## src/rtl/one_shot_timer_table_unit_defines.svh

```systemverilog
// ----------------------------------------------------------------------------
// One-shot timer table assertion macros
// Shared assertion forms for the timer table RTL, clocked on clock.
// ----------------------------------------------------------------------------
`ifndef ONE_SHOT_TIMER_TABLE_UNIT_DEFINES_SVH
`define ONE_SHOT_TIMER_TABLE_UNIT_DEFINES_SVH

// Checked outside of reset only.
`define OTT_ASSERT(label, prop, msg) \
   label: assert property (@(posedge clock) disable iff (reset) prop) else $error(msg);

// Checked at every rising edge, reset included.
`define OTT_ASSERT_ALWAYS(label, prop, msg) \
   label: assert property (@(posedge clock) prop) else $error(msg);

`endif

```

## src/rtl/ott_pkg.sv

```systemverilog
// ----------------------------------------------------------------------------
// One-shot timer table package
// Action, status and state codes and fixed field widths for the timer table.
// ----------------------------------------------------------------------------
`default_nettype none

package ott_pkg;

   localparam int ID_W       = 16;
   localparam int DEADLINE_W = 32;
   localparam int DELAY_W    = 31;
   localparam int ENTRY_W    = DEADLINE_W + ID_W;

   typedef enum logic [1:0] {
      ACT_TICK   = 2'd0,
      ACT_SET    = 2'd1,
      ACT_CANCEL = 2'd2,
      ACT_NONE   = 2'd3
   } action_type;

   typedef enum logic [2:0] {
      ST_ASSIGNED  = 3'd0,
      ST_FIRED     = 3'd1,
      ST_CANCELLED = 3'd2,
      ST_FULL      = 3'd3,
      ST_UNKNOWN   = 3'd4
   } status_type;

   typedef enum logic [3:0] {
      S_IDLE        = 4'b0001,
      S_CANCEL_SCAN = 4'b0010,
      S_FIRE_SCAN   = 4'b0100,
      S_SHIFT       = 4'b1000
   } state_type;

endpackage

`default_nettype wire

```

## src/rtl/ott_ram.sv

```systemverilog
// ----------------------------------------------------------------------------
// Generic single-port-write RAM
// One write port and one read port; read data is registered.
// ----------------------------------------------------------------------------
`default_nettype none

module ott_ram #(
   parameter int WIDTH = 48,
   parameter int DEPTH = 16
) (
   input  wire logic                     clock,
   input  wire logic                     wr_en,
   input  wire logic [$clog2(DEPTH)-1:0] wr_addr,
   input  wire logic [WIDTH-1:0]         wr_data,
   input  wire logic [$clog2(DEPTH)-1:0] rd_addr,
   output logic      [WIDTH-1:0]         rd_data
);

   logic [WIDTH-1:0] ram_ff [DEPTH];
   logic [WIDTH-1:0] rd_data_ff;

   always_ff @(posedge clock) begin
      if (wr_en) begin
         ram_ff[wr_addr] <= wr_data;
      end
      rd_data_ff <= ram_ff[rd_addr];
   end

   assign rd_data = rd_data_ff;

endmodule

`default_nettype wire

```

## src/rtl/one_shot_timer_table_unit.sv

```systemverilog
// ----------------------------------------------------------------------------
// One-shot timer table
// Holds up to TIMER_SLOTS one-shot timers against a millisecond counter.
//
// An item is taken when start is high and busy is low. req_action selects a
// tick (advance the counter by one), a set (store now plus req_delay_ms and
// return a fresh id) or a cancel (remove the timer named by req_timer_id).
// Results leave on rsp_valid for one cycle each: first the result of a set
// or a cancel, then one result per expired timer, earliest deadline first.
// rsp_last marks the final result of an item. The receiver cannot stall.
//
// The timers live in one table memory, kept packed in insertion order. Every
// pass over it goes through the single read port, one entry a cycle. A cancel
// adds a search pass, and each removed timer adds a compaction pass plus one
// more scan. busy stays high until the last result is issued, and that result
// is on the result ports in the first cycle in which busy is low.
// Reset empties the table, and clears the id counter and the millisecond
// counter; the memory itself needs no clearing.
// ----------------------------------------------------------------------------
`default_nettype none

`include "one_shot_timer_table_unit_defines.svh"

module one_shot_timer_table_unit #(
   parameter int TIMER_SLOTS = 16
) (
   input  wire logic                       clock,
   input  wire logic                       reset,
   input  wire logic                       start,
   output logic                            busy,
   input  wire logic [1:0]                 req_action,
   input  wire logic [ott_pkg::DELAY_W-1:0] req_delay_ms,
   input  wire logic [ott_pkg::ID_W-1:0]    req_timer_id,
   output logic                            rsp_valid,
   output logic [2:0]                      rsp_status,
   output logic [ott_pkg::ID_W-1:0]         rsp_result_id,
   output logic                            rsp_last
);

   localparam int ADDR_W = $clog2(TIMER_SLOTS);
   localparam int CNT_W  = $clog2(TIMER_SLOTS + 1);
   localparam logic [CNT_W-1:0] SLOTS_CNT = CNT_W'(TIMER_SLOTS);

   ott_pkg::state_type state_ff, state_in;

   logic [ott_pkg::DEADLINE_W-1:0] now_ff, now_in;
   logic [ott_pkg::ID_W-1:0]       next_id_ff, next_id_in;
   logic [CNT_W-1:0]               count_ff, count_in;
   logic [CNT_W-1:0]               idx_ff, idx_in;
   logic                           rd_vld_ff, rd_vld_in;
   logic [ADDR_W-1:0]              rd_idx_ff, rd_idx_in;
   logic                           have_ff, have_in;
   logic [ott_pkg::DEADLINE_W-1:0] best_age_ff, best_age_in;
   logic [ADDR_W-1:0]              best_pos_ff, best_pos_in;
   logic [ott_pkg::ID_W-1:0]       best_id_ff, best_id_in;
   logic [ott_pkg::ID_W-1:0]       tid_ff, tid_in;
   logic                           held_vld_ff, held_vld_in;
   ott_pkg::status_type            held_status_ff, held_status_in;
   logic [ott_pkg::ID_W-1:0]       held_id_ff, held_id_in;
   logic                           rsp_valid_ff, rsp_valid_in;
   ott_pkg::status_type            rsp_status_ff, rsp_status_in;
   logic [ott_pkg::ID_W-1:0]       rsp_id_ff, rsp_id_in;
   logic                           rsp_last_ff, rsp_last_in;

   logic                           mem_we;
   logic [ADDR_W-1:0]              mem_wr_addr;
   logic [ott_pkg::ENTRY_W-1:0]    mem_wr_data;
   logic [ott_pkg::ENTRY_W-1:0]    mem_rd_data;
   logic [ott_pkg::DEADLINE_W-1:0] rd_deadline;
   logic [ott_pkg::ID_W-1:0]       rd_id;
   logic [ott_pkg::DEADLINE_W-1:0] rd_age;
   logic                           issue;
   logic                           push_req;
   ott_pkg::status_type            push_status;
   logic [ott_pkg::ID_W-1:0]       push_id;
   logic                           fin_req;
   logic                           set_take;

   ott_ram #(
      .WIDTH (ott_pkg::ENTRY_W),
      .DEPTH (TIMER_SLOTS)
   ) u_table (
      .clock   (clock),
      .wr_en   (mem_we),
      .wr_addr (mem_wr_addr),
      .wr_data (mem_wr_data),
      .rd_addr (idx_ff[ADDR_W-1:0]),
      .rd_data (mem_rd_data)
   );

   assign rd_deadline = mem_rd_data[ott_pkg::ENTRY_W-1:ott_pkg::ID_W];
   assign rd_id       = mem_rd_data[ott_pkg::ID_W-1:0];
   assign rd_age      = now_ff - rd_deadline;
   assign issue       = (idx_ff < count_ff);

   always_comb begin
      state_in       = state_ff;
      now_in         = now_ff;
      next_id_in     = next_id_ff;
      count_in       = count_ff;
      idx_in         = idx_ff;
      rd_vld_in      = 1'b0;
      rd_idx_in      = rd_idx_ff;
      have_in        = have_ff;
      best_age_in    = best_age_ff;
      best_pos_in    = best_pos_ff;
      best_id_in     = best_id_ff;
      tid_in         = tid_ff;
      held_vld_in    = held_vld_ff;
      held_status_in = held_status_ff;
      held_id_in     = held_id_ff;
      rsp_valid_in   = 1'b0;
      rsp_status_in  = rsp_status_ff;
      rsp_id_in      = rsp_id_ff;
      rsp_last_in    = rsp_last_ff;
      mem_we         = 1'b0;
      mem_wr_addr    = count_ff[ADDR_W-1:0];
      mem_wr_data    = {now_ff + {1'b0, req_delay_ms}, next_id_ff};
      push_req       = 1'b0;
      push_status    = ott_pkg::ST_ASSIGNED;
      push_id        = '0;
      fin_req        = 1'b0;

      unique case (state_ff)
         ott_pkg::S_IDLE: begin
            if (start) begin
               tid_in  = req_timer_id;
               idx_in  = '0;
               have_in = 1'b0;
               unique case (ott_pkg::action_type'(req_action))
                  ott_pkg::ACT_TICK: begin
                     now_in   = now_ff + 1'b1;
                     state_in = ott_pkg::S_FIRE_SCAN;
                  end
                  ott_pkg::ACT_SET: begin
                     push_req = 1'b1;
                     if (count_ff == SLOTS_CNT) begin
                        push_status = ott_pkg::ST_FULL;
                     end else begin
                        mem_we      = 1'b1;
                        count_in    = count_ff + 1'b1;
                        push_status = ott_pkg::ST_ASSIGNED;
                        push_id     = next_id_ff;
                        next_id_in  = next_id_ff + 1'b1;
                     end
                     state_in = ott_pkg::S_FIRE_SCAN;
                  end
                  ott_pkg::ACT_CANCEL: begin
                     state_in = ott_pkg::S_CANCEL_SCAN;
                  end
                  default: begin
                     state_in = ott_pkg::S_FIRE_SCAN;
                  end
               endcase
            end
         end
         ott_pkg::S_CANCEL_SCAN: begin
            // The first live entry with a matching id is the one removed.
            if (rd_vld_ff && (rd_id == tid_ff)) begin
               push_req    = 1'b1;
               push_status = ott_pkg::ST_CANCELLED;
               push_id     = tid_ff;
               idx_in      = CNT_W'(rd_idx_ff) + 1'b1;
               state_in    = ott_pkg::S_SHIFT;
            end else if (issue) begin
               rd_vld_in = 1'b1;
               rd_idx_in = idx_ff[ADDR_W-1:0];
               idx_in    = idx_ff + 1'b1;
            end else if (!rd_vld_ff) begin
               push_req    = 1'b1;
               push_status = ott_pkg::ST_UNKNOWN;
               push_id     = tid_ff;
               idx_in      = '0;
               have_in     = 1'b0;
               state_in    = ott_pkg::S_FIRE_SCAN;
            end
         end
         ott_pkg::S_FIRE_SCAN: begin
            // Strictly greater age wins, so ties keep the earlier entry.
            if (rd_vld_ff && !rd_age[ott_pkg::DEADLINE_W-1] &&
                (!have_ff || (rd_age > best_age_ff))) begin
               have_in     = 1'b1;
               best_age_in = rd_age;
               best_pos_in = rd_idx_ff;
               best_id_in  = rd_id;
            end
            if (issue) begin
               rd_vld_in = 1'b1;
               rd_idx_in = idx_ff[ADDR_W-1:0];
               idx_in    = idx_ff + 1'b1;
            end else if (!rd_vld_ff) begin
               if (have_ff) begin
                  push_req    = 1'b1;
                  push_status = ott_pkg::ST_FIRED;
                  push_id     = best_id_ff;
                  idx_in      = CNT_W'(best_pos_ff) + 1'b1;
                  state_in    = ott_pkg::S_SHIFT;
               end else begin
                  fin_req  = 1'b1;
                  state_in = ott_pkg::S_IDLE;
               end
            end
         end
         ott_pkg::S_SHIFT: begin
            // Each entry read here is written one place lower in the cycle after its read.
            if (rd_vld_ff) begin
               mem_we      = 1'b1;
               mem_wr_addr = rd_idx_ff - 1'b1;
               mem_wr_data = mem_rd_data;
            end
            if (issue) begin
               rd_vld_in = 1'b1;
               rd_idx_in = idx_ff[ADDR_W-1:0];
               idx_in    = idx_ff + 1'b1;
            end else if (!rd_vld_ff) begin
               count_in = count_ff - 1'b1;
               idx_in   = '0;
               have_in  = 1'b0;
               state_in = ott_pkg::S_FIRE_SCAN;
            end
         end
         default: begin
            state_in = ott_pkg::S_IDLE;
         end
      endcase

      // A result is held back one step so that its last flag is known
      // when it goes out.
      if (push_req) begin
         if (held_vld_ff) begin
            rsp_valid_in  = 1'b1;
            rsp_status_in = held_status_ff;
            rsp_id_in     = held_id_ff;
            rsp_last_in   = 1'b0;
         end
         held_vld_in    = 1'b1;
         held_status_in = push_status;
         held_id_in     = push_id;
      end else if (fin_req) begin
         if (held_vld_ff) begin
            rsp_valid_in  = 1'b1;
            rsp_status_in = held_status_ff;
            rsp_id_in     = held_id_ff;
            rsp_last_in   = 1'b1;
         end
         held_vld_in = 1'b0;
      end
   end

   always_ff @(posedge clock) begin
      if (reset) begin
         state_ff     <= ott_pkg::S_IDLE;
         now_ff       <= '0;
         next_id_ff   <= '0;
         count_ff     <= '0;
         rd_vld_ff    <= 1'b0;
         held_vld_ff  <= 1'b0;
         rsp_valid_ff <= 1'b0;
      end else begin
         state_ff     <= state_in;
         now_ff       <= now_in;
         next_id_ff   <= next_id_in;
         count_ff     <= count_in;
         rd_vld_ff    <= rd_vld_in;
         held_vld_ff  <= held_vld_in;
         rsp_valid_ff <= rsp_valid_in;
      end
   end

   always_ff @(posedge clock) begin
      idx_ff         <= idx_in;
      rd_idx_ff      <= rd_idx_in;
      have_ff        <= have_in;
      best_age_ff    <= best_age_in;
      best_pos_ff    <= best_pos_in;
      best_id_ff     <= best_id_in;
      tid_ff         <= tid_in;
      held_status_ff <= held_status_in;
      held_id_ff     <= held_id_in;
      rsp_status_ff  <= rsp_status_in;
      rsp_id_ff      <= rsp_id_in;
      rsp_last_ff    <= rsp_last_in;
   end

   assign busy          = (state_ff != ott_pkg::S_IDLE);
   assign rsp_valid     = rsp_valid_ff;
   assign rsp_status    = rsp_status_ff;
   assign rsp_result_id = rsp_id_ff;
   assign rsp_last      = rsp_last_ff;

   assign set_take = start && !busy && (req_action == ott_pkg::ACT_SET) &&
                     (count_ff < SLOTS_CNT);

   `OTT_ASSERT(a_count_in_range, count_ff <= SLOTS_CNT, "entry count exceeds table size")
   `OTT_ASSERT(a_rsp_from_held, rsp_valid_ff |-> $past(held_vld_ff), "result without held item")
   `OTT_ASSERT(a_idle_nothing_held, !busy |-> !held_vld_ff, "result still held while idle")
   `OTT_ASSERT(a_set_grows, set_take |=> count_ff == $past(count_ff) + 1'b1, "set not stored")
   `OTT_ASSERT_ALWAYS(a_reset_empty, reset |=> (count_ff == '0) && !busy, "not empty after reset")

endmodule

`default_nettype wire

```

## config.mk

```make
export PLATFORM = sky130hd
export DESIGN_NAME = one_shot_timer_table_unit
export DESIGN_NICKNAME = d
export VERILOG_FILES = /design/src/rtl/ott_pkg.sv /design/src/rtl/ott_ram.sv /design/src/rtl/one_shot_timer_table_unit.sv
export VERILOG_INCLUDE_DIRS = /design/src /design/src/rtl
export SDC_FILE = /design/constraint.sdc
export NUM_CORES = 1
export LEC_CHECK = 0
export BUFFER_PORTS_ARGS = -buffer_cell sky130_fd_sc_hd__buf_2
export CELL_PAD_IN_SITES_DETAIL_PLACEMENT = 0
export CELL_PAD_IN_SITES_GLOBAL_PLACEMENT = 2
export CORE_MARGIN = 5
export CORE_UTILIZATION = 40
export CTS_CLUSTER_SIZE = 12
export DETAILED_ROUTE_END_ITERATION = 10
export PLACE_DENSITY_LB_ADDON = 0.1
export SLEW_MARGIN = 20
export SYNTH_ARGS = -nofsm -noshare
export SYNTH_HDL_FRONTEND = slang
export SYNTH_SLANG_ARGS = --single-unit
```

## constraint.sdc

```tcl
create_clock -name clock -period 22.4 [get_ports clock]
set_input_delay 4.48 -clock clock [delete_from_list [all_inputs] [get_ports clock]]
set_output_delay 4.48 -clock clock [all_outputs]
set_load 0.05 [all_outputs]
```

After elaboration in Yosys (flattened, before gate mapping)
Memories as Yosys holds them, arrays and structs flattened. A register that Yosys moved wholly into a read port is not among the register bits.
Cells that the tools add are included.
W data, S select, Z words.
{"block": "totals", "ramBits": 768, "out_inout_bits": 22, "regBits": 177, "mem_count": 1}
{"name": "u_table.ram_ff", "words": 16, "width": 48, "rd": 1, "rd_clocked_by_memory_dff": 1, "wr": 1, "line": "ott_ram.sv:19", "rtl": "logic [WIDTH-1:0] ram_ff [DEPTH];"}
{"block": "op_classes", "eq_ne": 22, "n_addsub": 10, "n_mux": 94, "n_bitwise": 1, "n_reduce_logical": 22, "magnitude_cmp": 2}
{"cell": "$mux W16", "count": 12}
{"cell": "$mux W48", "count": 2}
{"cell": "$mux W5", "count": 12}
{"cell": "$pmux W16 S3", "count": 1}
{"cell": "$mux W4", "count": 11}
{"cell": "$mux W1", "count": 37}
{"cell": "$add A32 B1 Y32 const B", "count": 1}
{"cell": "$add A32 B31 Y32", "count": 1}
{"cell": "$gt A32 B32 Y1", "count": 1}
{"cell": "$sub A32 B32 Y32", "count": 1}
{"cell": "$ne A2 B2 Y1 const B", "count": 11}
{"cell": "$mux W3", "count": 7}
{"cell": "$pmux W5 S4", "count": 1}
{"cell": "$add A16 B1 Y16 const B", "count": 1}
{"cell": "$eq A16 B16 Y1", "count": 1}
{"cell": "$pmux W4 S4", "count": 1}
{"cell": "$reduce_and A4 Y1", "count": 3}
{"cell": "$add A4 B1 Y5 const B", "count": 2}
{"cell": "$add A5 B1 Y5 const B", "count": 2}
{"cell": "$pmux W5 S2", "count": 1}
{"cell": "$pmux W3 S3", "count": 1}
{"cell": "$reduce_and A3 Y1", "count": 3}
{"cell": "$pmux W4 S2", "count": 1}
{"cell": "$mux W2", "count": 3}
{"cell": "other kinds (25)", "count": 34}

Longest topological paths before layout
{"block": "depth", "depth_word": 7, "mapped_depth": 22, "ltp_nobuf": 22}

Modules after synthesis
A second synthesis with hierarchy kept.
{"block": "hier_totals", "hier_cells": 2530, "hier_area_um2": 41516.1}
{"module": "ott_ram", "cells_per_inst": 1242, "area_each_um2": 29691.0, "instances": 1, "seq_area_each_um2": 24023.0}
{"module": "one_shot_timer_table_unit", "cells_per_inst": 1288, "area_each_um2": 11825.1, "instances": 1, "seq_area_each_um2": 4714.5}

Worst setup path before layout
OpenSTA, ideal clock, no wires.
{"block": "synth_path", "path_kind": "input port to flip-flop", "from": "in start", "to": "mem u_table.ram_ff[0][0], enable pin", "setup_time_ps": 454, "t_required_ps": 21946, "slack_ps": 14274, "arrival_time_ps": 7673, "path_buffers": 1, "cell_stages": 6, "cell_sequence": "and2_4 -> nand3_1 -> nor2_1 -> clkbuf_1 -> a32oi_1 -> nor2_1"}
{"block": "synth_via", "elab_chain_cells": 4}
{"element": "from (decl)", "line": "one_shot_timer_table_unit.sv:29", "rtl": "input wire logic start,"}
{"element": "$mux W1", "line": "one_shot_timer_table_unit.sv:126", "rtl": "if (start) begin"}
{"element": "$pmux W1 S2", "line": "one_shot_timer_table_unit.sv:124", "rtl": "unique case (state_ff)"}
{"element": "$mux W1", "line": "ott_ram.sv:23", "rtl": "if (wr_en) begin"}
{"element": "$mux W1 (not written as such)", "line": "ott_ram.sv:24", "rtl": "ram_ff[wr_addr] <= wr_data;"}
{"element": "to (decl)", "line": "ott_ram.sv:19"}
Every way passes these cells.

Worst setup path in the final report
{"block": "layout_path", "from": "in req_delay_ms[0] in the netlist's numbering", "to": "mem u_table.ram_ff[0][38], data pin"}
{"block": "layout_via", "elab_chain_cells": 3}
{"element": "from (decl)", "line": "one_shot_timer_table_unit.sv:32", "rtl": "input wire logic [ott_pkg::DELAY_W-1:0] req_delay_ms,"}
{"element": "$add A32 B31 Y32 (*)", "line": "one_shot_timer_table_unit.sv:118", "rtl": "mem_wr_data = {now_ff + {1'b0, req_delay_ms}, next_id_ff};"}
{"element": "$mux W48", "line": "one_shot_timer_table_unit.sv:206", "rtl": "if (rd_vld_ff) begin"}
{"element": "$mux W48 (*)", "line": "one_shot_timer_table_unit.sv:124"}
{"element": "net mem_wr_data (one bit)", "line": "one_shot_timer_table_unit.sv:67", "rtl": "logic [ott_pkg::ENTRY_W-1:0] mem_wr_data;"}
The timed path passes the listed nets; every way through them passes the cells marked *.

==> impl_metrics.csv <==
group,metric,value,unit
run_status,status,"complete, no violations",
synthesis,synthMostInstantiatedCell,"edfxtp_1",
route,wl,115000,um
route,wire_per_inst,26.2,um
sta,fmax,132,MHz
die,die_area,0.112,sq mm
global_routing,grt_max_degree,102,
worst_setup_path,arrival,7.87,ns
place,post-dp-hpwl,68500,um
synthesis,syn_avg_cell_area,15.1,sq um
synthesis,mappedNetlistArea,0.0422,sq mm
global_routing,grt_pass1_wl,168000,um
sta,finalSetupViolations,0,
clocking,cts_buffer_depth,3,
final_layout,final_layout_size_suffix_gt1_frac,0.155,
synthesis,ys.flop_type,"edfxtp_1",
clocking,path_clk_slew,0.05,ns
route,viasPerCell,5.58,
min_path,hold_path_class,"flip-flop to flip-flop",
clocking,cts_buffers,106,
clocking,clk_latency,0.68,ns
sta,tightest_slew,1.17,ns
global_routing,gr-usage-all-layers,0.203,
worst_setup_path,endpoint_kind,"flip-flop",
worst_setup_path,r2r-start,"u_table.rd_data[17]$_DFF_P_",
worst_setup_path,reg2reg_depth,18,
worst_setup_path,crit_path_max_incr_delay,0.84,ns
clocking,cts.hold.buffers_added,0,
final_layout,nets,3069,
synthesis,synth_area_leader_cell,"edfxtp_1",
final_layout,areaGrowthSynthToFinish,13.3,%
route,drc_errors,0,
worst_setup_path,regToRegSetupSlack,16.10,ns
place,post-place-ws,14.04,ns
pwr,ir_drop,0.0614,mV
worst_setup_path,startpoint,"req_delay_ms[0]",
clocking,cts_resized,0,
die,rows,119,
sta,fin_hold_ws,0.417,ns
route,drt_iter0_drc,2003,
worst_setup_path,path_max_fanout,16,
die,die_w,335,um
die,core,0.105,sq mm
synthesis,synth.distinct_cells,76,
final_layout,fill_cells,9213,
clocking,cts_sinks,993,
job,drv_cap,0,
synthesis,synth_cells,2789,
synthesis,yosys_warnings,0,
synthesis,synthTopCellsByArea,"edfxtp_1 63%, dfxtp_1 5.1%, mux4_2 5.1%, mux2i_1 3.5%, ha_1 3.2%",
min_path,min_to,"rsp_result_id[1]$_DFFE_PP_",
die,fp.dieH,335,um
sta,drv_slew,0,
pwr,power_leakage,17.0,nW
sta,slew_headroom,0.220,
worst_setup_path,worstReg2RegEnd,"best_age_ff[13]$_DFFE_PP_",
die,ios,74,
synthesis,synth-seq-cells,993,
worst_setup_path,cpMostUsedCell,"a21oi_1",
min_path,hold_depth,0,
synthesis,synth_top_area_share,0.630,
synthesis,synthTopCellsByCount,"885 x edfxtp_1, 175 x nand2_1, 154 x a21oi_1",
sta,finalSetupTns,0,ns
sta,fin_crit,7.55,ns
synthesis,synth_fp_nets,2951,
route,dr_total_vias,24500,
place,gp_congestion,0.793,
clocking,htreeDepth,3,
worst_setup_path,required,22.71,ns
synthesis,synth_edf_count,885,
global_routing,overflow,0,
sta,fin_skew,0.0318,ns
sta,worst_slack,14.85,ns
sta,fin_crit_sh,0.337,
sta,finalHoldViolCount,0,
clocking,cts_tree,"done",
synthesis,async_flop_share,0,
global_routing,first_global_vias,24700,
worst_setup_path,path_cells,"buf_2 -> ha_1 -> inv_1 -> fa_1 -> nor2b_1 -> o2111ai_1 -> and4b_1 -> o2111ai_1 -> a21oi_1 -> nor2b_1 -> a21oi_1 -> xor2_1 -> a21oi_1",
global_routing,antenna_found_initial,8,
worst_setup_path,path_class,"input pin to flip-flop",
clocking,cts_setup_buffers,0,
synthesis,ys_seq_area_frac,0.681,
route,drtPass1Iterations,6,
place,io_buffers,73,
route,antenna_left,0,
final_layout,fin_area,0.0478,sq mm
clocking,cts_root_buf,"clkbuf_16",
place,place_area,0.0444,sq mm
pwr,power.density,85.9,mW/mm^2
die,start_util,0.402,
min_path,hold_path_startpoint,"held_id_ff[1]$_DFFE_PP_",
worst_setup_path,start_kind,"input pin",
worst_setup_path,crit_slowest_cell,"a21oi_1",
sta,grt_setup_unrepaired,"false",
==> critical path: cells and delay by family <==
| family | cells | cell delay [ns] |
|---|---|---|
| and+or+nand+nor | 3 | 0.74 |
| AOI/OAI and AO/OA | 5 | 1.69 |
| xor gates and xnor gates | 1 | 0.22 |
| buffers and inverters | 2 | 0.14 |
| adders and majority gates | 2 | 0.58 |
==> state kept, by name, indices dropped and copies added (netlist names), 3 cells and up <==
register / cells
u_table.ram_ff: 768
u_table.rd_data: 48
best_age_ff: 32
now_ff: 32
best_id_ff: 16
held_id_ff: 16
next_id_ff: 16
rsp_result_id: 16
tid_ff: 16
count_ff: 5
idx_ff: 5
best_pos_ff: 4
rd_idx_ff: 4
state_ff: 4
held_status_ff: 3
rsp_status: 3
==> cell usage in the layout (no fill, tap or decap), types with 107 or more instances in the layout <==
master and n:
edfxtp_1 885, nand2_1 173, o21ai_0 150, mux2i_1 147
a21oi_1 139, nor2_1 118, inv_1 108, dfxtp_1 108
ha_1 107, clkbuf_16 107
==> cell type report <==
| class | count | area [sq um] | share of cell area |
|---|---|---|---|
| Antenna cell | 2 | 5.00 | 0.000105 |
| Clock buffer | 159 | 2980 | 0.0624 |
| Clock inverter | 39 | 374 | 0.00782 |
| Inverter | 109 | 409 | 0.00856 |
| Multi-Input combinational cell | 1575 | 12800 | 0.268 |
| Sequential cell | 993 | 28700 | 0.601 |
| Tap cell | 1391 | 1740 | 0.0364 |
| Timing Repair Buffer | 122 | 746 | 0.0156 |
==> power by group <==
group	internal, mW	switching (mW)
Clock	0.987	0.704
Combinational	0.128	0.212
Sequential	2.04	0.0345
==> metrics by stage <==
| stage | util | total power [mW] | std cells |
|---|---|---|---|
| 4_1_cts | 0.455 | 4.16 | 4388 |
| 6_report | 0.455 | 4.11 | 4390 |
| 3_5_place_dp | 0.423 | 2.46 | 4190 |
| 3_3_place_gp | 0.423 | 2.45 | 4190 |
| 5_1_grt | 0.455 | 4.27 | 4388 |
| 2_1_floorplan | - | 2.33 | 2789 |
==> kinds of logic (layout without fill, tap and decap cells) <==
kind of cell / after synthesis / count (layout) / synth area share
other: 0 / 2 / 0
muxes: 291 / 291 / 0.0989
and+or+nand+nor: 500 / 500 / 0.0577
DFF: 993 / 993 / 0.681
AOI/OAI and AO/OA: 555 / 555 / 0.0841
buffers and inverters: 221 / 429 / 0.0203
adders and majority gates: 110 / 110 / 0.0332
xor gates and xnor gates: 119 / 119 / 0.0247
==> layer usage <==
metal / wire [um] / GRT usage
met4: 2040 / 0.0484
met3: 7480 / 0.0366
met5: 0 / 0
met1: 51700 / 0.293
met2: 53800 / 0.322
==> worst max path at each step <==
stage                                       end  cells past startpoint  slack (ns)
2_1_floorplan    u_table.ram_ff[0][0]$_DFFE_PP_                      6       14.27
3_3_place_gp    u_table.ram_ff[0][44]$_DFFE_PP_                     13       14.15
3_5_place_dp    u_table.ram_ff[4][44]$_DFFE_PP_                     13       14.04
4_1_cts        u_table.ram_ff[11][44]$_DFFE_PP_                     13       14.74
5_1_grt         u_table.ram_ff[8][38]$_DFFE_PP_                     13       14.61
6_report        u_table.ram_ff[0][38]$_DFFE_PP_                     13       14.85
(Power assumes the default switching activity.)
